File: config.mk
export PLATFORM = sky130hd
export DESIGN_NAME = rhit_front
export DESIGN_NICKNAME = d
export VERILOG_FILES = /design/src/rhit_pkg.sv /design/src/rhit_front.sv
export SDC_FILE = /design/constraint.sdc
export NUM_CORES = 1
export LEC_CHECK = 0
export BUFFER_PORTS_ARGS = -buffer_cell sky130_fd_sc_hd__buf_2
export CAP_MARGIN = 20
export CORE_MARGIN = 1
export CORE_UTILIZATION = 40
export DETAILED_ROUTE_END_ITERATION = 7
export PLACE_DENSITY = 0.63
export SETUP_SLACK_MARGIN = 0.3
export SLEW_MARGIN = 20
export SYNTH_ARGS = -nofsm -noshare
export SYNTH_HDL_FRONTEND = slang
export SYNTH_SLANG_ARGS = --single-unit
File: constraint.sdc
create_clock -name clk -period 15.82 [get_ports clk]
set_input_delay 0.791 -clock clk [delete_from_list [all_inputs] [get_ports clk]]
set_output_delay 0.791 -clock clk [all_outputs]
set_load 0.03 [all_outputs]
File: src/rhit_pkg.sv
// Package for the refcounted hash intern table: payload structs, command and status codes,
// default sizes. No dependencies.
package rhit_pkg;

  localparam int BKT_BITS_DEF    = 4;
  localparam int SLOT_BITS_DEF   = 4;
  localparam int COUNT_BITS_DEF  = 16;
  localparam int TAG_BITS        = 32;

  localparam logic [2:0] CMD_INTERN = 3'd0;
  localparam logic [2:0] CMD_ADD    = 3'd1;
  localparam logic [2:0] CMD_DROP   = 3'd2;
  localparam logic [2:0] CMD_READ   = 3'd3;
  localparam logic [2:0] CMD_CMP    = 3'd4;
  localparam logic [2:0] CMD_CLEAR  = 3'd5;

  localparam logic [1:0] ST_OK        = 2'd0;
  localparam logic [1:0] ST_FULL      = 2'd1;
  localparam logic [1:0] ST_UNDERFLOW = 2'd2;
  localparam logic [1:0] ST_SATURATED = 2'd3;

  typedef struct packed {
    logic [2:0]  command;
    logic [63:0] hash_word0;
    logic [63:0] hash_word1;
    logic [63:0] hash_word2;
    logic [63:0] hash_word3;
    logic        ref_valid;
    logic [7:0]  ref_index;
  } in_item_t;

  typedef struct packed {
    logic        result_valid;
    logic [7:0]  result_index;
    logic [63:0] read_word0;
    logic [63:0] read_word1;
    logic [63:0] read_word2;
    logic [63:0] read_word3;
    logic        same;
    logic [1:0]  status;
  } out_item_t;

  // classified item handed from front to back
  typedef struct packed {
    in_item_t    item;
    logic        hash_zero;
  } job_t;

endpackage

File: src/rhit_front.sv
// Front part: accepts input items, classifies them and holds them in a two-entry queue.
// Depends on rhit_pkg.
module rhit_front (
  input  logic              clk,
  input  logic              rst_n,
  input  logic              in_push,
  output logic              in_full,
  input  rhit_pkg::in_item_t in_data,
  output logic              job_valid,
  output rhit_pkg::job_t    job,
  input  logic              job_take
);

  rhit_pkg::job_t q_r [2];
  logic           wp_r, rp_r;
  logic [1:0]     cnt_r;
  logic           do_push, do_pop;
  rhit_pkg::job_t nj;

  assign in_full   = cnt_r == 2'd2;
  assign job_valid = cnt_r != 2'd0;
  assign job       = q_r[rp_r];
  assign do_push   = in_push && !in_full;
  assign do_pop    = job_take && job_valid;

  always_comb begin
    nj.item      = in_data;
    nj.hash_zero = (in_data.hash_word0 | in_data.hash_word1 | in_data.hash_word2 |
                    in_data.hash_word3) == 64'd0;
  end

  always_ff @(posedge clk) begin
    if (do_push) q_r[wp_r] <= nj;
    if (!rst_n) begin
      wp_r  <= 1'b0;
      rp_r  <= 1'b0;
      cnt_r <= 2'd0;
    end else begin
      if (do_push) wp_r <= ~wp_r;
      if (do_pop) rp_r <= ~rp_r;
      cnt_r <= cnt_r + {1'b0, do_push} - {1'b0, do_pop};
    end
  end

endmodule

Yosys cells after proc, flatten, opt, wreduce, memory -nomap -nowiden
Memory sizes are Yosys's and may differ from the RTL's. A register that Yosys moved wholly into a read port is not among the register bits.
Cells that the tools add are included.
{"block": "word_totals", "register_bits": 4, "ram_bits": 538, "in_bits": 272, "output_inout_bits": 271, "word_cells": 21, "mem_count": 1}
{"block": "op_classes", "n_addsub": 2, "n_eq_ne": 1, "mux": 4, "bitwise_logic": 5, "n_reduce_logical": 5}
{"memory": "q_r", "depth": 2, "word_bits": 269, "read_ports": 1, "rd_clocked_by_memory_dff": 1, "wr": 1, "line_no": "rhit_front.sv:14", "source": "rhit_pkg::job_t q_r [2];"}
{"operator": "$or 64x64->64", "n": 3}
{"operator": "$logic_not 64->1", "n": 1}
{"operator": "$mux 1", "n": 4}
{"operator": "$add 2x1->2", "n": 1}
{"operator": "$eq 2x2->1 const B", "n": 1}
{"operator": "$logic_and 1x1->1", "n": 2}
{"operator": "$not 1->1", "n": 2}
{"operator": "$reduce_bool 2->1", "n": 1}
{"operator": "$sub 2x1->2", "n": 1}
{"operator": "$logic_not 1->1", "n": 1}

Logic depth before layout (Yosys ltp)
{"block": "logic_depth", "ltp_word": 5, "ltp_mapped": 8}

Worst setup path before layout
Ideal clock, no wire load.
{"block": "synth_path", "kind": "input to register", "from": "in in_push", "to": "mem q_r[0][0] in the netlist's numbering, enable pin", "setup_time_ps": 904, "arrival_time_ps": 12025, "required_time_ps": 14916, "slack_ps": 2891, "path_stages": 2, "cell_sequence": "nand2_1 > nor2_1"}
{"block": "synth_via", "elab_chain_len": 3}
{"element": "start: declaration", "line_no": "rhit_front.sv:6", "source": "input logic in_push,"}
{"element": "$logic_and 1x1->1", "line_no": "rhit_front.sv:23", "source": "assign do_push = in_push && !in_full;"}
{"element": "$mux 1", "line_no": "rhit_front.sv:33", "source": "if (do_push) q_r[wp_r] <= nj;"}
{"element": "$mux 1 (not written as such)", "line_no": "rhit_front.sv:33"}
{"element": "end: declaration", "line_no": "rhit_front.sv:14"}
No other way between the ends.

==> impl_metrics.csv <==
group,metric,value,unit
layout,areaGrowthSynthToFinish,25.8,%
clocking,clk_latency,0.59,ns
sta,hold_slack,0.399,ns
worst_setup_path,arrival,3.50,ns
global_route,grt_overflow,0,
sta,setup_viol,0,
power_and_ir_drop,switching_power,1.44,mW
layout,drive_gt1_share,58.0,%
clocking,cts_root_buf,"clkbuf_16",
power_and_ir_drop,p_int,3.02,mW
clocking,cts_resized,0,
drt,drc,0,
logic_synthesis,synth.top_cells.by_area,"edfxtp_1 (80%), mux2_2 (15%), nor4_1 (2.1%)",
logic_synthesis,ys_ff_latch,543,
power_and_ir_drop,power_density,175,nW/um^2
drt,vias,11300,
logic_synthesis,synth_largest_area_cell,"edfxtp_1",
global_route,top_usage_layer,"met2",
logic_synthesis,synth_cell_types,20,
global_route,grt_first_pass_wirelength,71200,um
logic_synthesis,syn_nets,1220,
global_route,grt_max_degree,84,
logic_synthesis,seq_area_frac_synth,80.3,%
sta,slew_violations,0,
sta,final.min_clock_period,4.29,ns
clocking,cts_buffers,55,
clocking,cts_tree,"done",
layout,multi_input_area,3710,sq um
placed_design,io_buffer_count,542,
layout,layoutNonFillerInstCount,2247,
power_and_ir_drop,swShare,32.3,%
hold_path,hp-class,"primary input to flip-flop",
global_route,antenna_found_initial,11,
floorplan,core_area,50100,sq um
logic_synthesis,ys_warn_count,0,
status,outcome,"finished, final reports clean",
power_and_ir_drop,p_clk_share,29.5,%
hold_path,hold_depth,1,
clocking,post_cts_buffers,0,
floorplan,die_w,227,um
global_route,use_met1,22.8,%
drt,drt-pass1-iter-count,5,
drt,antenna_left,0,
layout,num-fill-cells,4236,
worst_setup_path,critPathRequiredTime,15.03,ns
power_and_ir_drop,ir_drop,0.117,mV
layout,final_nets,1799,
drt,vias_per_cell,5.03,
clocking,cts_buffer_depth,3,
clocking,htree_num_levels,2,
clocking,clk_pin_slew,0.06,ns
floorplan,die_area,51500,sq um
floorplan,initial_utilization,40.4,%
global_route,grt_util_all_layers,19.0,%
power_and_ir_drop,combinationalPowerShare,28.2,%
sta,slew_headroom,29.4,%
layout,seqCellArea,16300,sq um
floorplan,ios,543,
placed_design,hpwl,36400,um
sta,worstMarginPinSlew,1.06,ns
logic_synthesis,avgSynthCellArea,21.4,sq um
floorplan,rows,82,
layout,layout_commonest_cell,"buf_2",
drt,routedWlPerCell,22.7,um
power_and_ir_drop,leakage,9.23,nW
worst_setup_path,endpoint_kind,"primary output",
worst_setup_path,critical_path_class,"flip-flop to primary output",
sta,fmax,233,MHz
drt,drt_iter0_markers,773,
logic_synthesis,syn_inst,946,
global_route,met3_usage,6.08,%
power_and_ir_drop,p_total,4.46,mW
clocking,cts_num_sinks,543,
worst_setup_path,start_kind,"flip-flop",
power_and_ir_drop,p_seq_share,42.4,%
sta,skew,0.00812,ns
placed_design,dp.cells,2140,
placed_design,gp_congestion,0.933,
sta,fin_setup_tns,0,ns
global_route,first_global_vias,11400,
clocking,cts_hold_buf,0,
sta,finalCritPeriodShare,27.1,%
floorplan,die_y,227,um
sta,rsz0062_at_grt,"false",
global_route,grtUsageMet2,31.6,%
worst_setup_path,crit_fanout,76,
logic_synthesis,yosysTopAreaCellShare,79.8,%
layout,mostFrequentLayoutCells,"buf_2 (542), edfxtp_1 (538), mux2_2 (269)",
sta,hold_viol_final,0,
drt,wirelength,51100,um
logic_synthesis,syn_area,20200,sq um
run,cap_violations,0,
worst_setup_path,reg2reg_depth,4,
==> cells in the mapped netlist <==
master    instances
inv_1             2
mux2_2          269
dfxtp_1           5
nor4_2            1
nor2b_1           2
buf_2             6
ha_1              2
and3_1            1
buf_4             4
nor4_1           67
and4_1            1
xnor2_1           4
nand2_1           1
nand4_1          16
nor2_1            1
nand2b_1          1
or2_2             1
edfxtp_1        538
and2_1            4
buf_6            20
==> kinds of logic after synthesis <==
family	share of synthesized area [%]
buf+inv	1.45
mux	15.0
flops	80.3
xor+xnor	0.173
fa+ha+maj	0.124
simple gates	2.99
==> layout make-up <==
type / instances / area share [%]
antenna: 8 / 0.0786
clock inverter: 33 / 1.49
timing repair buffer: 552 / 11.0
tap: 672 / 3.30
inverter: 2 / 0.0295
multi-input combinational: 371 / 14.6
sequential: 543 / 63.8
clock buffer: 66 / 5.73
==> power by group through the flow <==
stage          Combinational (mW)  Sequential [mW]  Clock [mW]
4_1_cts                      1.27             1.89        1.35
3_5_place_dp                 1.26             1.92           0
2_1_floorplan               0.929             1.97           0
3_3_place_gp                 1.26             1.92           0
6_report                     1.26             1.89        1.31
5_1_grt                      1.33             1.91        1.40
==> routing by layer <==
metal	part of all wire [%]	up-vias
met5	0.076	-
met4	3.4	6
met3	9.4	103
met2	49	526
met1	38	5617
li1	-	5050
==> worst max-delay path: stages, from the launching register on <==
cell,delay [ns]
dfxtp_4,0.68
buf_6,0.65
buf_4,0.85
mux2_2,0.43
buf_2,0.18
==> through the flow <==
stage	util [%]	cell area (sq um)	worst slack, ns
finish	50.9	25500	11.53
global route	50.8	25500	11.34
CTS	50.8	25400	10.98
detailed placement	47.1	23600	11.63
global placement	47.1	23600	11.63
floorplan	-	20200	2.89
==> flip-flops by register name, indices dropped and copies added, names as in the netlist, named ones only <==
signal / flops
cnt_r: 2
q_r: 538
rp_r: 1
wp_r: 1
==> path summary, 6_finish.rpt <==
| kind | startpoint | endpoint | slack [ns] |
|---|---|---|---|
| worst min-delay path | in_data[2] | q_r[0][3] | 0.40 |
| worst min register to register | rp_r | rp_r | 0.55 |
| worst max-delay path | flip-flop | job[37] | 11.53 |
| worst max register to register | cnt_r[0] | q_r[1][5] | 12.34 |
Power figures use the tool's default switching activity.
